## config.mk

```make
export PLATFORM = sky130hd
export DESIGN_NAME = spi_slave_command_responder_unit
export DESIGN_NICKNAME = d
export VERILOG_FILES = /design/src/rtl/spi_scr_pkg.sv /design/src/rtl/spi_scr_ram.sv /design/src/rtl/spi_scr_fsm.sv /design/src/rtl/spi_slave_command_responder_unit.sv
export VERILOG_INCLUDE_DIRS = /design/src /design/src/rtl
export SDC_FILE = /design/constraint.sdc
export NUM_CORES = 1
export LEC_CHECK = 0
export BUFFER_PORTS_ARGS = -buffer_cell sky130_fd_sc_hd__buf_4
export CAP_MARGIN = 15
export CORE_MARGIN = 5
export CORE_UTILIZATION = 50
export CTS_CLUSTER_DIAMETER = 30
export DETAILED_ROUTE_END_ITERATION = 12
export HOLD_SLACK_MARGIN = 0.02
export PLACE_DENSITY = 0.73
export SLEW_MARGIN = 0
export SYNTH_ARGS = -nofsm -noshare
export SYNTH_HDL_FRONTEND = slang
export SYNTH_SLANG_ARGS = --single-unit
```

## constraint.sdc

```tcl
create_clock -name clock -period 5.55 [get_ports clock]
set_input_delay 1.11 -clock clock [delete_from_list [all_inputs] [get_ports clock]]
set_output_delay 1.11 -clock clock [all_outputs]
set_load 0.1 [all_outputs]
```

## src/rtl/spi_slave_command_responder_unit_assert.svh

```systemverilog
// assertion macros for the spi slave command responder
// expects signals named clock and reset in the module that uses them
`ifndef SPI_SLAVE_COMMAND_RESPONDER_UNIT_ASSERT_SVH
`define SPI_SLAVE_COMMAND_RESPONDER_UNIT_ASSERT_SVH

// checked on every clock edge outside reset
`define SCR_ASSERT(lbl, prop, msg) \
   lbl: assert property (@(posedge clock) disable iff (reset) prop) else $error(msg);

// checked on every clock edge, reset included
`define SCR_ASSERT_ALWAYS(lbl, prop, msg) \
   lbl: assert property (@(posedge clock) prop) else $error(msg);

`endif

```

## src/rtl/spi_scr_pkg.sv

```systemverilog
// shared types, codes and constants for the spi slave command responder
// no dependencies
`timescale 1ns / 1ps

package spi_scr_pkg;

   // default store depth
   localparam int STORE_DEPTH_DEFAULT = 32;

   // register reset values
   localparam logic [7:0] START_BYTE_RESET = 8'h7B;
   localparam logic [7:0] END_BYTE_RESET   = 8'h7D;
   localparam logic [7:0] IDLE_BYTE_RESET  = 8'h58;

   // register indexes
   localparam logic [1:0] CSR_START_BYTE = 2'd0;
   localparam logic [1:0] CSR_END_BYTE   = 2'd1;
   localparam logic [1:0] CSR_IDLE_BYTE  = 2'd2;

   // request functions
   typedef enum logic [1:0] {
      FUNC_EXCHANGE = 2'd0,
      FUNC_LOAD     = 2'd1,
      FUNC_READY    = 2'd2,
      FUNC_READ     = 2'd3
   } func_type;

   // framer phases
   typedef enum logic [1:0] {
      PH_LISTEN  = 2'd0,
      PH_CAPTURE = 2'd1,
      PH_WAIT    = 2'd2,
      PH_SEND    = 2'd3
   } phase_type;

   // configuration registers
   typedef struct packed {
      logic [7:0] start_byte;
      logic [7:0] end_byte;
      logic [7:0] idle_byte;
   } cfg_type;

   // request payload
   typedef struct packed {
      logic [1:0] func;
      logic [7:0] rx_byte;
      logic [4:0] slot;
      logic [7:0] load_byte;
   } req_type;

   // response payload
   typedef struct packed {
      logic [7:0] tx_byte;
      logic [1:0] fsm_state;
      logic       request_pending;
      logic [5:0] command_length;
      logic [7:0] read_byte;
      logic       overflow;
   } rsp_type;

endpackage

```

## src/rtl/spi_scr_ram.sv

```systemverilog
// simple dual port store: one write port, one registered read port
// write-first on a same-address collision; no dependencies
`timescale 1ns / 1ps

module spi_scr_ram #(
   parameter int DEPTH = 32,
   parameter int WIDTH = 8,
   localparam int AW = $clog2(DEPTH)
) (
   input  logic             clock,
   input  logic             we,
   input  logic [AW-1:0]    waddr,
   input  logic [WIDTH-1:0] wdata,
   input  logic             re,
   input  logic [AW-1:0]    raddr,
   output logic [WIDTH-1:0] rdata
);

   logic [WIDTH-1:0] mem [DEPTH];
   logic [WIDTH-1:0] rdata_ff;

   // write port and registered read with write bypass
   always_ff @(posedge clock) begin
      if (we) begin
         mem[waddr] <= wdata;
      end
      if (re) begin
         rdata_ff <= (we && (waddr == raddr)) ? wdata : mem[raddr];
      end
   end

   assign rdata = rdata_ff;

endmodule

```

## src/rtl/spi_scr_fsm.sv

```systemverilog
// framer state machine: phase, capture and send positions, request flags
// uses spi_scr_pkg and the assertion macro header
`timescale 1ns / 1ps
`include "spi_slave_command_responder_unit_assert.svh"

module spi_scr_fsm #(
   parameter int STORE_DEPTH = spi_scr_pkg::STORE_DEPTH_DEFAULT,
   localparam int AW = $clog2(STORE_DEPTH),
   localparam int CW = $clog2(STORE_DEPTH + 1)
) (
   input  logic                 clock,
   input  logic                 reset,
   input  logic                 accept,
   input  spi_scr_pkg::req_type req,
   input  spi_scr_pkg::cfg_type cfg,
   input  logic [7:0]           reply_rdata,
   output spi_scr_pkg::rsp_type rsp,
   output logic                 cmd_we,
   output logic [AW-1:0]        cmd_waddr,
   output logic [AW-1:0]        reply_raddr
);

   spi_scr_pkg::phase_type phase_ff, phase_in;
   logic [CW-1:0] capture_pos_ff, capture_pos_in;
   logic [AW-1:0] send_pos_ff, send_pos_in;
   logic          request_ff, request_in;
   logic          ready_ff, ready_in;
   logic          overflow_ff, overflow_in;
   logic          sending;
   logic [CW+5:0] cap_ext;

   // state registers
   always_ff @(posedge clock) begin
      if (reset) begin
         phase_ff       <= spi_scr_pkg::PH_LISTEN;
         capture_pos_ff <= '0;
         send_pos_ff    <= '0;
         request_ff     <= 1'b0;
         ready_ff       <= 1'b0;
         overflow_ff    <= 1'b0;
      end else begin
         phase_ff       <= phase_in;
         capture_pos_ff <= capture_pos_in;
         send_pos_ff    <= send_pos_in;
         request_ff     <= request_in;
         ready_ff       <= ready_in;
         overflow_ff    <= overflow_in;
      end
   end

   // next state: one byte may fall through listen, capture and wait in order, or through wait, send and back to listen
   always_comb begin
      spi_scr_pkg::phase_type ph;
      logic [CW-1:0] cap;
      logic [AW-1:0] spos;
      logic          rq;
      logic          rdy;
      logic          ovf;
      ph        = phase_ff;
      cap       = capture_pos_ff;
      spos      = send_pos_ff;
      rq        = request_ff;
      rdy       = ready_ff;
      ovf       = overflow_ff;
      sending   = 1'b0;
      cmd_we    = 1'b0;
      cmd_waddr = capture_pos_ff[AW-1:0];
      if (accept) begin
         unique case (spi_scr_pkg::func_type'(req.func))
            spi_scr_pkg::FUNC_EXCHANGE: begin
               if ((ph == spi_scr_pkg::PH_LISTEN) && (req.rx_byte == cfg.start_byte)) begin
                  ph  = spi_scr_pkg::PH_CAPTURE;
                  cap = '0;
                  ovf = 1'b0;
               end
               if (ph == spi_scr_pkg::PH_CAPTURE) begin
                  if (cap < CW'(STORE_DEPTH)) begin
                     cmd_we    = 1'b1;
                     cmd_waddr = cap[AW-1:0];
                     cap       = cap + 1'b1;
                  end else begin
                     ovf = 1'b1;
                  end
                  if (req.rx_byte == cfg.end_byte) begin
                     ph = spi_scr_pkg::PH_WAIT;
                     rq = 1'b1;
                  end
               end
               if ((ph == spi_scr_pkg::PH_WAIT) && rdy) begin
                  ph   = spi_scr_pkg::PH_SEND;
                  rdy  = 1'b0;
                  rq   = 1'b0;
                  spos = '0;
               end
               if (ph == spi_scr_pkg::PH_SEND) begin
                  sending = 1'b1;
                  if (reply_rdata == cfg.end_byte) begin
                     ph = spi_scr_pkg::PH_LISTEN;
                  end else if (spos == AW'(STORE_DEPTH - 1)) begin
                     spos = '0;
                  end else begin
                     spos = spos + 1'b1;
                  end
               end
            end
            spi_scr_pkg::FUNC_READY: begin
               if (request_ff) begin
                  rdy = 1'b1;
               end
            end
            spi_scr_pkg::FUNC_LOAD, spi_scr_pkg::FUNC_READ: begin
            end
         endcase
      end
      // outside send the pointer rests at zero so entry zero is prefetched
      if (ph != spi_scr_pkg::PH_SEND) begin
         spos = '0;
      end
      phase_in       = ph;
      capture_pos_in = cap;
      send_pos_in    = spos;
      request_in     = rq;
      ready_in       = rdy;
      overflow_in    = ovf;
   end

   // prefetch the reply byte for the next exchange
   assign reply_raddr = send_pos_in;

   assign cap_ext = {6'b0, capture_pos_in};

   // response fields after the step; read_byte is filled in by the top level
   always_comb begin
      rsp = '0;
      if (sending) begin
         rsp.tx_byte = reply_rdata;
      end else if (spi_scr_pkg::func_type'(req.func) == spi_scr_pkg::FUNC_EXCHANGE) begin
         rsp.tx_byte = cfg.idle_byte;
      end
      rsp.fsm_state       = phase_in;
      rsp.request_pending = request_in;
      rsp.command_length  = cap_ext[5:0];
      rsp.read_byte       = '0;
      rsp.overflow        = overflow_in;
   end

   // consistency checks
   `SCR_ASSERT(a_request_in_wait, request_ff |-> (phase_ff == spi_scr_pkg::PH_WAIT), "request outside wait")
   `SCR_ASSERT(a_ready_needs_request, ready_ff |-> request_ff, "reply ready without request")
   `SCR_ASSERT(a_overflow_full, overflow_ff |-> (capture_pos_ff == CW'(STORE_DEPTH)), "overflow below full")
   `SCR_ASSERT(a_send_pos_rest, (phase_ff != spi_scr_pkg::PH_SEND) |-> (send_pos_ff == '0), "send pointer not at rest")

endmodule

```

## src/rtl/spi_slave_command_responder_unit.sv

```systemverilog
// top level of the spi slave command responder: handshake, registers, stores
// uses spi_scr_pkg, spi_scr_ram and spi_scr_fsm
`timescale 1ns / 1ps
// latency: a request's response is valid the cycle after it is taken
// throughput: one request per cycle; req_ready drops only while a response is held
// reply bytes are prefetched from the reply store's registered read port ahead of each exchange
// reset: synchronous, clears phase, positions, flags and registers to defaults
// the command and reply stores are not cleared and hold garbage until written

module spi_slave_command_responder_unit #(
   parameter int STORE_DEPTH = spi_scr_pkg::STORE_DEPTH_DEFAULT
) (
   input  logic                 clock,
   input  logic                 reset,
   input  logic                 req_valid,
   output logic                 req_ready,
   input  spi_scr_pkg::req_type req_data,
   output logic                 rsp_valid,
   input  logic                 rsp_ready,
   output spi_scr_pkg::rsp_type rsp_data,
   input  logic                 csr_we,
   input  logic [1:0]           csr_addr,
   input  logic [7:0]           csr_wdata
);

   localparam int AW = $clog2(STORE_DEPTH);

   spi_scr_pkg::cfg_type cfg_ff;
   spi_scr_pkg::rsp_type rsp_ff, step_rsp;
   logic                 rsp_valid_ff;
   logic                 read_sel_ff;
   logic                 accept;
   logic                 slot_ok;
   logic [AW+4:0]        slot_ext;
   logic [AW-1:0]        slot_addr;
   logic                 is_load;
   logic                 is_read;
   logic                 cmd_we;
   logic [AW-1:0]        cmd_waddr;
   logic [7:0]           cmd_rdata;
   logic [AW-1:0]        reply_raddr;
   logic [7:0]           reply_rdata;

   // configuration registers
   always_ff @(posedge clock) begin
      if (reset) begin
         cfg_ff.start_byte <= spi_scr_pkg::START_BYTE_RESET;
         cfg_ff.end_byte   <= spi_scr_pkg::END_BYTE_RESET;
         cfg_ff.idle_byte  <= spi_scr_pkg::IDLE_BYTE_RESET;
      end else if (csr_we) begin
         unique case (csr_addr)
            spi_scr_pkg::CSR_START_BYTE: cfg_ff.start_byte <= csr_wdata;
            spi_scr_pkg::CSR_END_BYTE:   cfg_ff.end_byte   <= csr_wdata;
            spi_scr_pkg::CSR_IDLE_BYTE:  cfg_ff.idle_byte  <= csr_wdata;
            default: begin
            end
         endcase
      end
   end

   // handshake
   assign req_ready = !rsp_valid_ff || rsp_ready;
   assign accept    = req_valid && req_ready;

   // slot decode
   assign slot_ext  = {{AW{1'b0}}, req_data.slot};
   assign slot_addr = slot_ext[AW-1:0];
   assign slot_ok   = ({27'b0, req_data.slot} < 32'(STORE_DEPTH));
   assign is_load   = (spi_scr_pkg::func_type'(req_data.func) == spi_scr_pkg::FUNC_LOAD);
   assign is_read   = (spi_scr_pkg::func_type'(req_data.func) == spi_scr_pkg::FUNC_READ);

   // framer
   spi_scr_fsm #(
      .STORE_DEPTH(STORE_DEPTH)
   ) u_fsm (
      .clock       (clock),
      .reset       (reset),
      .accept      (accept),
      .req         (req_data),
      .cfg         (cfg_ff),
      .reply_rdata (reply_rdata),
      .rsp         (step_rsp),
      .cmd_we      (cmd_we),
      .cmd_waddr   (cmd_waddr),
      .reply_raddr (reply_raddr)
   );

   // command store: written on capture, read at slot on a read request
   spi_scr_ram #(
      .DEPTH(STORE_DEPTH),
      .WIDTH(8)
   ) u_cmd_store (
      .clock (clock),
      .we    (cmd_we),
      .waddr (cmd_waddr),
      .wdata (req_data.rx_byte),
      .re    (accept && is_read),
      .raddr (slot_addr),
      .rdata (cmd_rdata)
   );

   // reply store: written on load, read continuously at the send pointer
   spi_scr_ram #(
      .DEPTH(STORE_DEPTH),
      .WIDTH(8)
   ) u_reply_store (
      .clock (clock),
      .we    (accept && is_load && slot_ok),
      .waddr (slot_addr),
      .wdata (req_data.load_byte),
      .re    (1'b1),
      .raddr (reply_raddr),
      .rdata (reply_rdata)
   );

   // response valid
   always_ff @(posedge clock) begin
      if (reset) begin
         rsp_valid_ff <= 1'b0;
      end else if (accept) begin
         rsp_valid_ff <= 1'b1;
      end else if (rsp_ready) begin
         rsp_valid_ff <= 1'b0;
      end
   end

   // response register
   always_ff @(posedge clock) begin
      if (accept) begin
         rsp_ff      <= step_rsp;
         read_sel_ff <= is_read && slot_ok;
      end
   end

   // response assembly
   always_comb begin
      rsp_data           = rsp_ff;
      rsp_data.read_byte = read_sel_ff ? cmd_rdata : 8'h00;
   end

   assign rsp_valid = rsp_valid_ff;

endmodule
```

# --- Word-level counts from Yosys, hierarchy flattened ---
# Memory sizes are Yosys's and may differ from the RTL's. A register that Yosys moved wholly into a read port is not among the register bits.
# Index checks and enable logic that the tools add are counted.
# W data, S select, Z words.
op_classes:
  addsub: 2
  magnitude_cmp: 1
  eq_ne: 15
  mux: 63
  reduce_logical: 16
ops:
  columns: ["cell", "count"]
  rows:
  - ["$mux W5", 13]
  - ["$mux W6", 7]
  - ["$mux W2", 14]
  - ["$mux W1", 25]
  - ["$eq A8 B8 Y1", 3]
  - ["$mux W8", 3]
  - ["$eq A2 B2 Y1 const B", 5]
  - ["$add A6 B1 Y6 const B", 1]
  - ["$eq A2 B1 Y1 const B", 3]
  - ["$logic_not A2 Y1", 3]
  - ["$lt A6 B6 Y1 const B", 1]
  - ["$reduce_and A2 Y1", 3]
  - ["$add A5 B1 Y5 const B", 1]
  - ["$eq A5 B5 Y1 const B", 1]
  - ["$logic_and A1 B1 Y1", 5]
  - ["$ne A2 B1 Y1 const B", 2]
  - ["$reduce_and A4 Y1", 1]
  - ["$reduce_bool A2 Y1", 2]
  - ["$ne A2 B2 Y1 const B", 1]
  - ["$pmux W1 S2", 1]
  - ["$logic_not A1 Y1", 1]
  - ["$logic_or A1 B1 Y1", 1]
word_totals:
  register_bits: 60
  mem_bits_rw: 512
  output_inout_bits: 28
  wordCells: 115
  n_memories: 2
memory_table:
  columns: ["memory", "words", "word_bits", "read_ports", "rd_clocked_by_memory_dff", "write_ports", "line", "rtl"]
  rows:
  - ["u_cmd_store.mem", 32, 8, 1, 1, 1, "spi_scr_ram.sv:19", "logic [WIDTH-1:0] mem [DEPTH];"]
  - ["u_reply_store.mem", 32, 8, 1, 1, 1, "spi_scr_ram.sv:19", null]

# --- Depth between registers and ports, before layout ---
# Gate-level depths: netlist of the first run.
depth:
  depth_word: 21
  depth_mapped: 16
  mapped_depth_nobuf: 14

# --- Modules after synthesis ---
# A second synthesis of the first run with hierarchy kept.
unflattened:
  hier_cells: 1421
  hier_area_um2: 24761.2
by_module_without_submodules:
  columns: ["mod", "instances", "cells_per_inst", "area_each_um2"]
  rows:
  - ["spi_scr_ram at u_reply_store", 1, 539, 10749.1]
  - ["spi_scr_ram at u_cmd_store", 1, 541, 10740.3]
  - ["spi_slave_command_responder_unit", 1, 131, 1661.6]
  - ["spi_scr_fsm", 1, 210, 1610.3]

# --- Worst setup path after synthesis of the first run ---
# Ideal clock, no wire load.
synth_timing:
  kind: "in2reg"
  startpoint: "in rsp_ready"
  endpoint: "mem u_cmd_store.mem[0][0] (enable)"
  setup_ns: 0.370
  t_arrival_ns: 4.004
  slack_ns: 1.175
  stages: 7
  n_path_buf: 0
  cell_sequence: "nand2b_1 nand2_1 inv_1 nand2_1 nor3_1 o21ai_1 nor2_1"
synth_via:
  elab_chain_cells: 5
  elab_cells_between_ends: 6
synth_rtl:
  columns: ["element", "line", "rtl"]
  rows:
  - ["from (decl)", "spi_slave_command_responder_unit.sv:19", "input logic rsp_ready,"]
  - ["$logic_or A1 B1 Y1 *", "spi_slave_command_responder_unit.sv:62", "assign req_ready = !rsp_valid_ff || rsp_ready;"]
  - ["$logic_and A1 B1 Y1 *", "spi_slave_command_responder_unit.sv:63", "assign accept = req_valid && req_ready;"]
  - ["net accept", "spi_slave_command_responder_unit.sv:32", "logic accept;"]
  - ["$mux W1", "spi_scr_fsm.sv:68", "if (accept) begin"]
  - ["$mux W1", "spi_scr_ram.sv:24", "if (we) begin"]
  - ["$mux W1 (implied by the code)", "spi_scr_ram.sv:25", "mem[waddr] <= wdata;"]
  - ["to (decl)", "spi_scr_ram.sv:19", null]
# Mark *: on every way through the listed nets, which the timed path passes. The rest lies on a longest branch.

# --- Worst setup path in the final report of the first run ---
layout_timing:
  startpoint: "in req_data[16] (netlist bit)"
  endpoint: "mem u_cmd_store.mem[7][7] (enable)"
layout_via:
  elab_chain_cells: 12
  elab_cells_between_ends: 20
layout_rtl:
  columns: ["element", "line", "rtl"]
  rows:
  - ["from (decl)", "spi_slave_command_responder_unit.sv:17", "input spi_scr_pkg::req_type req_data,"]
  - ["$eq A8 B8 Y1 *", "spi_scr_fsm.sv:71", "if ((ph == spi_scr_pkg::PH_LISTEN) && (req.rx_byte == cfg.start_byte)) begin"]
  - ["$logic_and A1 B1 Y1 *", "spi_scr_fsm.sv:71", null]
  - ["$mux W6", "spi_scr_fsm.sv:71", null]
  - ["$mux W6", "spi_scr_fsm.sv:69", "unique case (spi_scr_pkg::func_type'(req.func))"]
  - ["$mux W6", "spi_scr_fsm.sv:68", null]
  - ["$lt A6 B6 Y1", "spi_scr_fsm.sv:77", "if (cap < CW'(STORE_DEPTH)) begin"]
  - ["$mux W1", "spi_scr_fsm.sv:77", null]
  - ["$mux W1", "spi_scr_fsm.sv:76", "if (ph == spi_scr_pkg::PH_CAPTURE) begin"]
  - ["$mux W1", "spi_scr_fsm.sv:69", null]
  - ["$mux W1", "spi_scr_fsm.sv:68", null]
  - ["$mux W1", "spi_scr_ram.sv:24", null]
  - ["$mux W1 (implied by the code)", "spi_scr_ram.sv:25", null]
# Mark *: on every way between the ends. The rest lies on a longest branch, timed or not. The select of a mux whose other input is x is not followed.

==> summary.txt, run 1 <==
Status
  • Status: completed

Setup path
  • Crit-path cells: buf_4 > xor2_1 > nor4_1 > a31oi_1 > nor3_1 > and3_1 > nand3_1 > nor2_1
  • Flop2flop setup slack: 1.28 ns
  • CP arrival: 4.53 ns
  • CP endpoint kind: register
  • End of the critical path: u_cmd_store.mem[7][7]
  • Worst path slowest cell: nor2_1
  • Worst r2r path cells: 10
  • Crit-path max FO: 34
  • WP data required: 5.79 ns
  • Worst setup SP type: input port
  • CP Launch Point: req_data[16]
  • Max incr delay on CP: 0.80 ns
  • Setup Crit Path Kind: in -> reg

Place
  • Routability Congestion: 0.9508
  • IO Port Bufs: 65
  • DP HPWL: 33.91 mm
  • Worst slack at placement: 0.6668 ns

Routing
  • Vias/cell: 6.055
  • # DRC: 0
  • Drt total wl: 54.43 mm
  • Drt initial violations: 1288
  • Drt wl/cell: 25.87 um
  • DR vias: 12739
  • Drt first pass iters: 5
  • Post-route ant nets: 0

Synth
  • Syn nets: 1323
  • Cell Area, Synth: 0.02318 mm2
  • YS warnings: 0
  • Distinct cells, synth: 60
  • Synth Instances: 1282
  • Syn Area/Cell: 18.08 um2
  • Main synth FF type: edfxtp_1
  • Yosys reg bits: 585
  • Seq/Total Area, Yosys: 73.79%
  • Asr flop ratio synth: 0%
  • Yosys top cell area share: 69.82%
  • Synth area leaders: edfxtp_1, mux4_2, dfxtp_1
  • Number of synthesized flops with an enable pin: 539
  • Yosys top cell by area: edfxtp_1

Finish
  • Filler Cell Count: 3171
  • ANT cells: 0
  • Final Net Count: 1454
  • Leading cell type in the layout, fill and taps excluded: edfxtp_1
  • Area added between synthesis and finish: 20.50%
  • Share of layout cells above drive strength 1: 25.05%
  • Most frequent cells in the layout: edfxtp_1, mux4_2, clkbuf_16

Timing
  • Worst-Margin Slew: 1.121 ns
  • Peak Freq: 0.2332 GHz
  • Final min period: 4.288 ns
  • Pins over their slew limit: 0
  • Final Cycle Share: 77.26%
  • Relative slew slack: 25.12%
  • RSZ-0062 raised after global routing: no
  • PnR worst setup slack: 1.262 ns
  • Final setup viols: 0
  • Final hold vios: 0
  • Layout Skew: 0.02809 ns
  • TNS Setup: 0 ns

Clock tree
  • Clock Tree Buf Depth: 3
  • Clock slew at reported path FFs: 0.05 ns
  • CTS root buf: clkbuf_16
  • CTS H-tree depth: 3
  • Clk_lat worst skew: 0.64 ns
  • Clock Sink Count: 585
  • CTS tree: done
  • CTS hold repair buffers: 0
  • Total setup buffers inserted after CTS: 0
  • Post-CTS Resized: 0
  • Number of buffers created by CTS: 101

Global route
  • Initial antenna violation count: 0
  • Total track usage: 21.48%
  • Vias in the first global route: 13180
  • GR Overflow Total: 0
  • First-pass GRT wire length: 81.58 mm
  • Pin count of the biggest net entering global routing: 65

Floorplanning
  • Full die area: 0.05077 mm2
  • Initial Utilization: 50.22%
  • # rows: 79
  • Core Region: 0.04616 mm2
  • Die H: 225.3 um
  • Die Wd: 225.3 um
  • Boundary Pins: 66

Worst hold path
  • Hold/Removal Path Class: reg -> reg
  • Hold path depth: 1

Power and ir drop
  • P_leak: 9.123 nW
  • PwrDens: 417.6 mW/mm2
  • Worst VDD drop: 0.0003106 V

Run
  • Max cap viols: 0
Yosys cell counts, types with 3 or more instances:
| cell type | n |
|---|---|
| nor3_1 | 17 |
| edfxtp_1 | 539 |
| a311oi_1 | 3 |
| buf_6 | 3 |
| a22oi_1 | 46 |
| nand3b_1 | 17 |
| mux4_2 | 107 |
| a21oi_1 | 18 |
| mux2_2 | 4 |
| nor4_1 | 7 |
| nor2_1 | 100 |
| nor2b_1 | 18 |
| dfxtp_1 | 46 |
| nor3b_1 | 4 |
| buf_4 | 6 |
| a32oi_1 | 4 |
| nand2_1 | 68 |
| clkbuf_1 | 37 |
| xor2_1 | 20 |
| nand3_1 | 27 |
| ha_1 | 3 |
| nand4_1 | 11 |
| mux4_1 | 5 |
| a211oi_1 | 4 |
| mux2i_1 | 48 |
| o31ai_1 | 3 |
| buf_2 | 4 |
| o211ai_1 | 6 |
| inv_1 | 10 |
| a31oi_1 | 5 |
| and3_1 | 8 |
| buf_1 | 10 |
| a211o_1 | 10 |
| and2_1 | 18 |
| and3b_1 | 3 |
| or3_1 | 3 |
| o21ai_0 | 9 |
| a22o_1 | 4 |
metrics by stage:
step / hold WS, ns / cell area (um2) / instances / utilization, % / total power [W]
6_report: 0.4626 / 27940 / 2104 / 60.52 / 0.01167
5_1_grt: 0.4907 / 27940 / 2104 / 60.52 / 0.01200
3_3_place_gp: 0.4414 / 24330 / 1917 / 52.71 / 0.005293
3_5_place_dp: 0.4507 / 24330 / 1917 / 52.71 / 0.005302
2_1_floorplan: 0.4351 / 23180 / 1282 / - / 0.005141
4_1_cts: 0.4638 / 27940 / 2104 / 60.52 / 0.01174
sequential cells by signal (all words and copies together) (netlist names), named ones only:
| signal | count |
|---|---|
| u_fsm.ready_ff | 1 |
| u_fsm.phase_ff | 2 |
| rsp_data | 18 |
| read_sel_ff | 1 |
| u_fsm.overflow_ff | 1 |
| u_cmd_store.rdata | 8 |
| cfg_ff | 24 |
| u_reply_store.mem | 256 |
| u_cmd_store.mem | 256 |
| u_fsm.send_pos_ff | 5 |
| u_fsm.capture_pos_ff | 6 |
| rsp_valid | 1 |
| u_fsm.request_ff | 1 |
where the power goes:
part	internal [W]	total (W)	leakage [nW]	switching [W]
clock network	0.00430	0.00645	1.72	0.00215
logic	0.000106	0.000366	2.16	0.000260
registers	0.00484	0.00485	5.24	0.0000122
total	0.00925	0.0117	9.12	0.00242
worst min path at each step:
| stage | slack, ns | from | to |
|---|---|---|---|
| 6_report | 0.46 | cfg_ff[4] | cfg_ff[4] |
| 5_1_grt | 0.49 | cfg_ff[6] | cfg_ff[6] |
| 4_1_cts | 0.46 | cfg_ff[6] | cfg_ff[6] |
| 3_5_place_dp | 0.45 | cfg_ff[6] | cfg_ff[6] |
| 3_3_place_gp | 0.44 | cfg_ff[6] | cfg_ff[6] |
| 2_1_floorplan | 0.44 | cfg_ff[3] | cfg_ff[3] |
routing by layer:
metal  share of wire (%)  track usage, %  wire [um]
met1                  38           27.65      20770
met2                  50           35.37      27170
met3                 8.1           5.341       4406
met4                 3.8           8.786       2078
met5                   0               0          0
critical path, delay by kind of cell:
kind | cells | cell delay, ns
compound gates | 1 | 0.33
buf+inv | 1 | 0.33
simple gates | 5 | 2.58
xor+xnor | 1 | 0.15
layout make-up:
| cell class | count | area, um2 | share of cell area [%] |
|---|---|---|---|
| Timing Repair Buffer | 88 | 660.6 | 2.365 |
| Multi-Input combinational cell | 626 | 5759 | 20.62 |
| Tap cell | 607 | 759.5 | 2.719 |
| Clock inverter | 74 | 988.4 | 3.538 |
| Sequential cell | 585 | 17110 | 61.25 |
| Clock buffer | 113 | 2615 | 9.361 |
| Inverter | 11 | 41.29 | 0.1478 |
logic make-up (layout without fill, tap and decap cells):
| logic type | count (synthesis) | after routing | share of synthesized area, % |
|---|---|---|---|
| and+or+nand+nor | 313 | 313 | 6.628 |
| AOI/OAI and AO/OA | 125 | 125 | 3.972 |
| DFF | 585 | 585 | 73.79 |
| xor gates and xnor gates | 20 | 20 | 0.7556 |
| buffers and inverters | 71 | 286 | 1.365 |
| adders and majority gates | 3 | 3 | 0.1619 |
| muxes | 165 | 165 | 13.33 |
Note: power is estimated with default switching activity, not from simulation.
==> run 2: changes to the inputs <==
==> constraint.sdc (replaced) <==
create_clock -name clock -period 4.3 [get_ports clock]
set_input_delay 0.86 -clock clock [delete_from_list [all_inputs] [get_ports clock]]
set_output_delay 0.86 -clock clock [all_outputs]
set_load 0.1 [all_outputs]
==> summary.txt, run 2 (synthesized netlist as in run 1, its figures left out) <==
Floorplanning
  • # rows: 79 (unchanged)
  • Die H: 225.3 um (unchanged)
  • Full die area: 0.05077 mm2 (unchanged)
  • Boundary Pins: 66 (unchanged)
  • Core Region: 0.04616 mm2 (unchanged)
  • Die Wd: 225.3 um (unchanged)
  • Initial Utilization: 50.22% (unchanged)

Worst hold path
  • Worst hold start: cfg_ff[4]
  • Hold path endpoint: cfg_ff[4]
  • Hold/Removal Path Class: reg -> reg
  • Hold path depth: 1 (unchanged)

Routing
  • Vias/cell: 6.119 (+1.1%)
  • Drt wl/cell: 26.55 um (+2.6%)
  • Drt total wl: 57.53 mm (+5.7%)
  • DR vias: 13259 (+4.1%)
  • Post-route ant nets: 0 (unchanged)
  • # DRC: 0 (unchanged)
  • Drt initial violations: 1691 (+31%)
  • Drt first pass iters: 5 (unchanged)

Clock tree
  • CTS H-tree depth: 3 (unchanged)
  • CTS hold repair buffers: 0 (unchanged)
  • CTS tree: done
  • Clock Sink Count: 585 (unchanged)
  • CTS root buf: clkbuf_16
  • Number of buffers created by CTS: 106 (+5.0%)
  • Clock slew at reported path FFs: 0.05 ns (about the same)
  • Post-CTS Resized: 0 (unchanged)
  • Clk_lat worst skew: 0.64 ns (about the same)
  • Total setup buffers inserted after CTS: 0 (unchanged)
  • Clock Tree Buf Depth: 3 (unchanged)

Global route
  • Initial antenna violation count: 0 (unchanged)
  • First-pass GRT wire length: 86.17 mm (+5.6%)
  • GR Overflow Total: 0 (unchanged)
  • Vias in the first global route: 13533 (+2.7%)
  • Pin count of the biggest net entering global routing: 55 (-15%)
  • Total track usage: 22.78% (+1.3 points)

Timing
  • Hold WS: 0.4671 ns (+0.004472 ns)
  • Pins over their slew limit: 0 (unchanged)
  • Relative slew slack: 28.13% (+3.0 points)
  • Layout Skew: 0.03090 ns (+0.002813 ns)
  • Final hold vios: 0 (unchanged)
  • Peak Freq: 0.2468 GHz
  • Final Cycle Share: 94.23%
  • Final min period: 4.052 ns
  • Final setup viols: 0 (unchanged)
  • Worst-Margin Slew: 1.070 ns (-0.05098 ns)
  • RSZ-0062 raised after global routing: no
  • TNS Setup: 0 ns (unchanged)

Setup path
  • Crit-path cells: buf_4 > mux4_2 > mux2i_1 > a32oi_1 > a21oi_1 > o221ai_1 > or4_4 > nor2_2 > mux2_2 > a21oi_1
  • Worst path slowest cell: or4_4
  • Setup Crit Path Kind: reg -> reg
  • WP data required: 4.79 ns (-1.00 ns)
  • CP endpoint kind: register
  • Flop2flop setup slack: 0.25 ns (-1.03 ns)
  • Max incr delay on CP: 0.59 ns (-0.21 ns)
  • Worst r2r path cells: 10 (unchanged)
  • Worst setup SP type: register
  • CP arrival: 4.54 ns (about the same)
  • Most used cell, CP: a21oi_1
  • Crit-path max FO: 17 (-50%)

Power and ir drop
  • Sequential fraction of design power: 40.7% (-0.9 points)
  • Internal cell power: 0.01217 W (+32%)
  • Worst VDD drop: 0.0004005 V (+29%)
  • Comb pwr share: 3.1% (about the same)
  • Net switching power: 0.003233 W (+34%)
  • Sw Ratio: 20.99% (+0.25 points)
  • Clock power share: 56.2% (+0.9 points)
  • P_leak: 9.494 nW (+4.1%)
  • PwrDens: 540.2 mW/mm2 (+29%)

Finish
  • Most frequent cells in the layout: edfxtp_1, buf_4, mux4_2, clkbuf_16, nor2_1
  • Final non-filler cell area: 0.02851 mm2 (+2.1%)
  • ANT cells: 0 (unchanged)
  • FF/Latch Area: 0.01711 mm2 (unchanged)
  • Area of the multi-input gates: 0.005759 mm2 (unchanged)
  • Leading cell type in the layout, fill and taps excluded: edfxtp_1
  • Final Non-Filler Cells: 2167 (+3.0%)
  • Area added between synthesis and finish: 23.00%
  • Top Registers: u_cmd_store.mem: 256 flops, u_reply_store.mem: 256 flops, cfg_ff: 24 flops
  • Filler Cell Count: 3124 (-1.5%)
  • Final Net Count: 1510 (+3.9%)
  • Fin util: 61.77% (+1.3 points)
  • Share of layout cells above drive strength 1: 28.33% (+3.3 points)

Place
  • Placed cell count: 1968 (+2.7%)
  • Routability Congestion: 0.9114 (-4.1%)
  • Post-DP Area: 0.02474 mm2 (+1.7%)
  • IO Port Bufs: 65 (unchanged)
  • DP HPWL: 35.13 mm (+3.6%)

Run
  • Max cap viols: 0 (unchanged)

Status
  • Status: completed
-- run 2: metrics by stage --
step	setup slack, ns	total power (W)
after floorplan	0.1754	0.006636
after global placement	0.2946	0.006841
after detailed placement	0.2000	0.006854
after CTS	0.2997	0.01550
after global routing	0.05987	0.01584
final	0.2479	0.01540
-- run 2: layout make-up --
cell class	instances	share of cell area, %
sequential	585	60.01
multi-input combinational	626	20.20
clock buffer	115	9.496
timing repair buffer	139	3.747
clock inverter	84	3.739
tap	607	2.664
inverter	11	0.1448
-- run 2: layer usage --
metal | routed length, um | track usage, %
met5 | 0 | 0
met4 | 2578 | 10.70
met3 | 5299 | 5.341
met2 | 28000 | 36.52
met1 | 21650 | 29.85
-- run 2: power groups by stage --
stage | Sequential, W | Clock (W) | Combinational, W
global placement | 0.00637 | 0 | 0.000467
floorplan | 0.00644 | 0 | 0.000199
detailed placement | 0.00637 | 0 | 0.000479
global route | 0.00626 | 0.00907 | 0.000508
finish | 0.00627 | 0.00865 | 0.000483
CTS | 0.00627 | 0.00875 | 0.000483
-- run 2: worst max path at each step --
stage,startpoint,cells after the start,to
floorplan,rsp_ready,7,u_cmd_store.mem[0][0]
global placement,req_data[16],14,u_fsm.send_pos_ff[2]
detailed placement,req_data[16],14,u_fsm.send_pos_ff[2]
CTS,register,10,register
global route,register,11,register
finish,register,10,register
-- run 2: worst max-delay path, delay by kind of cell, from the launching register on --
kind / cells / cell delay [ns]
muxes: 3 / 1.27
buffers and inverters: 1 / 0.39
and+or+nand+nor: 2 / 0.82
DFF: 1 / 0.56
AOI/OAI and AO/OA: 4 / 0.87
==> run 3: changes to the inputs <==
==> constraint.sdc (replaced) <==
create_clock -name clock -period 4.85 [get_ports clock]
set_input_delay 0.97 -clock clock [delete_from_list [all_inputs] [get_ports clock]]
set_output_delay 0.97 -clock clock [all_outputs]
set_load 0.1 [all_outputs]
==> summary.txt, run 3 (synthesized netlist as in run 1, its figures left out) <==
Global route
  • Total track usage: 22.51% (-0.27 points)
  • First-pass GRT wire length: 85.34 mm (-0.96%)
  • Met3 GRT Util: 5.328% (-0.013 points)
  • Vias in the first global route: 13550 (+0.13%)
  • Pin count of the biggest net entering global routing: 46 (-16%)
  • GR peak layer: met2
  • Initial antenna violation count: 0 (unchanged)
  • GR Overflow Total: 0 (unchanged)
  • Met1 usage: 29.50% (-0.35 points)
  • Met2 Usage GRT: 36.83% (+0.31 points)

Place
  • Worst slack at placement: 0.6679 ns (+0.4679 ns)
  • DP HPWL: 35.33 mm (+0.55%)
  • Placed cell count: 1976 (+0.41%)
  • Routability Congestion: 0.9048 (-0.72%)
  • IO Port Bufs: 65 (unchanged)

Clock tree
  • CTS tree: done
  • Total setup buffers inserted after CTS: 0 (unchanged)
  • Clk_lat worst skew: 0.67 ns (+0.03 ns)
  • CTS hold repair buffers: 0 (unchanged)
  • Number of buffers created by CTS: 106 (unchanged)
  • Clock Sink Count: 585 (unchanged)
  • Clock Tree Buf Depth: 3 (unchanged)
  • Post-CTS Resized: 0 (unchanged)
  • CTS root buf: clkbuf_16
  • Clock slew at reported path FFs: 0.06 ns (about the same)
  • CTS H-tree depth: 3 (unchanged)

Timing
  • RSZ-0062 raised after global routing: no
  • Peak Freq: 0.2455 GHz (-0.53%)
  • Final Cycle Share: 83.99% (-10 points)
  • Relative slew slack: 25.31% (-2.8 points)
  • PnR worst setup slack: 0.7765 ns (+0.5286 ns)
  • Final hold vios: 0 (unchanged)
  • Layout Skew: 0.08350 ns (+0.05260 ns)
  • Pins over their slew limit: 0 (unchanged)
  • Worst-Margin Slew: 1.116 ns (+0.04637 ns)
  • Final min period: 4.074 ns (+0.02144 ns)
  • Final setup viols: 0 (unchanged)
  • TNS Setup: 0 ns (unchanged)

Setup path
  • Worst setup SP type: register
  • Critical path depth in cells: 9 (-1)
  • CP endpoint kind: register
  • Worst path slowest cell: nor2_1
  • Worst r2r path cells: 9 (-1)
  • WP data required: 5.43 ns (+0.64 ns)
  • Crit-path max FO: 30 (+13)
  • Setup Crit Path Kind: reg -> reg
  • Most used cell, CP: nor3_1
  • Worst path top cell family by delay: simple AND/OR/NAND/NOR gates
  • CP arrival: 4.66 ns (+0.12 ns)
  • Crit-path cells: nor2_1 > a22o_1 > nor3_1 > a311oi_1 > nor3_1 > nand4b_1 > nor2_2 > mux2_2 > a211oi_1
  • Max incr delay on CP: 0.97 ns (+0.38 ns)
  • Flop2flop setup slack: 0.78 ns (+0.53 ns)
  • Worst Path Buf+Inv: 0 (-1)

Finish
  • Final Net Count: 1519 (+0.60%)
  • Top Registers: u_cmd_store.mem: 256 flops, u_reply_store.mem: 256 flops, cfg_ff: 24 flops
  • Fin util: 61.85% (+0.076 points)
  • ANT cells: 0 (unchanged)
  • Share of layout cells above drive strength 1: 28.58% (+0.25 points)
  • Area added between synthesis and finish: 23.15%
  • Leading cell type in the layout, fill and taps excluded: edfxtp_1
  • Final Non-Filler Cells: 2178 (+0.51%)
  • Most frequent cells in the layout: edfxtp_1, buf_4, mux4_2, clkbuf_16, nor2_1

Floorplanning
  • Initial Utilization: 50.22% (unchanged)
  • # rows: 79 (unchanged)
  • Core Region: 0.04616 mm2 (unchanged)
  • Boundary Pins: 66 (unchanged)
  • Die H: 225.3 um (unchanged)
  • Die Wd: 225.3 um (unchanged)
  • Full die area: 0.05077 mm2 (unchanged)

Power and ir drop
  • Comb pwr share: 3.2% (about the same)
  • Clock power share: 55.8% (-0.4 points)
  • Design Power: 0.01354 W (-12%)
  • Worst VDD drop: 0.0004737 V (+18%)
  • Sw Ratio: 21.70% (+0.72 points)
  • Net switching power: 0.002939 W (-9.1%)
  • P_leak: 9.544 nW (+0.53%)
  • Sequential fraction of design power: 41.0% (+0.3 points)
  • Internal cell power: 0.01060 W (-13%)
  • PwrDens: 474.3 mW/mm2 (-12%)

Worst hold path
  • Hold/Removal Path Class: reg -> reg
  • Hold path depth: 1 (unchanged)

Routing
  • DR vias: 13144 (-0.87%)
  • Post-route ant nets: 0 (unchanged)
  • Vias/cell: 6.035 (-1.4%)
  • # DRC: 0 (unchanged)
  • Drt initial violations: 1528 (-9.6%)
  • Drt total wl: 57.06 mm (-0.81%)
  • Drt wl/cell: 26.20 um (-1.3%)
  • Drt first pass iters: 5 (unchanged)

Status
  • Status: completed

Run
  • Max cap viols: 0 (unchanged)
==> run 3: changes by cell type in the layout (fill, tap and decap cells not counted), sizes merged <==
| cell | before | now |
|---|---|---|
| clkinv | 40 | 49 |
| buf | 139 | 147 |
| inv | 22 | 21 |
| clkbuf | 115 | 120 |
| bufinv | 20 | 15 |
| clkinvlp | 13 | 8 |
==> run 3: per-stage QoR <==
stage | hold slack (ns) | area, um2
detailed placement | 0.4497 | 24790
global placement | 0.4445 | 24790
CTS | 0.4628 | 28540
finish | 0.4599 | 28550
floorplan | 0.4351 | 23180
global route | 0.4888 | 28550
==> run 3: area by class of cell <==
| cell class | count | area [um2] |
|---|---|---|
| fillers | 3128 | 17610 |
| flip-flops and latches | 585 | 17110 |
| multi-input cells | 626 | 5759 |
| clock buffers | 119 | 2763 |
| repair buffers | 148 | 1124 |
| clock inverters | 82 | 991.0 |
| well taps | 607 | 759.5 |
| inverters | 11 | 41.29 |
==> run 3: path summary, 6_finish.rpt <==
kind	from	to
worst max-delay path	register	u_fsm.send_pos_ff[4]
worst min-delay path	cfg_ff[6]	cfg_ff[6]
worst max register to register	register	u_fsm.send_pos_ff[4]
worst min register to register	cfg_ff[6]	cfg_ff[6]
==> run 3: power by group through the flow <==
stage | sequential [W] | clock (W) | combinational [W]
final | 0.00555 | 0.00756 | 0.000429
after floorplan | 0.00571 | 0 | 0.000176
after detailed placement | 0.00565 | 0 | 0.000426
after global placement | 0.00565 | 0 | 0.000418
after global routing | 0.00555 | 0.00792 | 0.000450
after CTS | 0.00555 | 0.00764 | 0.000429
==> run 3: per-layer routing <==
layer | part of all wire [%] | up-vias
met3 | 8.6 | 137
met4 | 3.6 | 0
met5 | 0 | -
met1 | 38 | 6685
met2 | 50 | 712
li1 | - | 5610
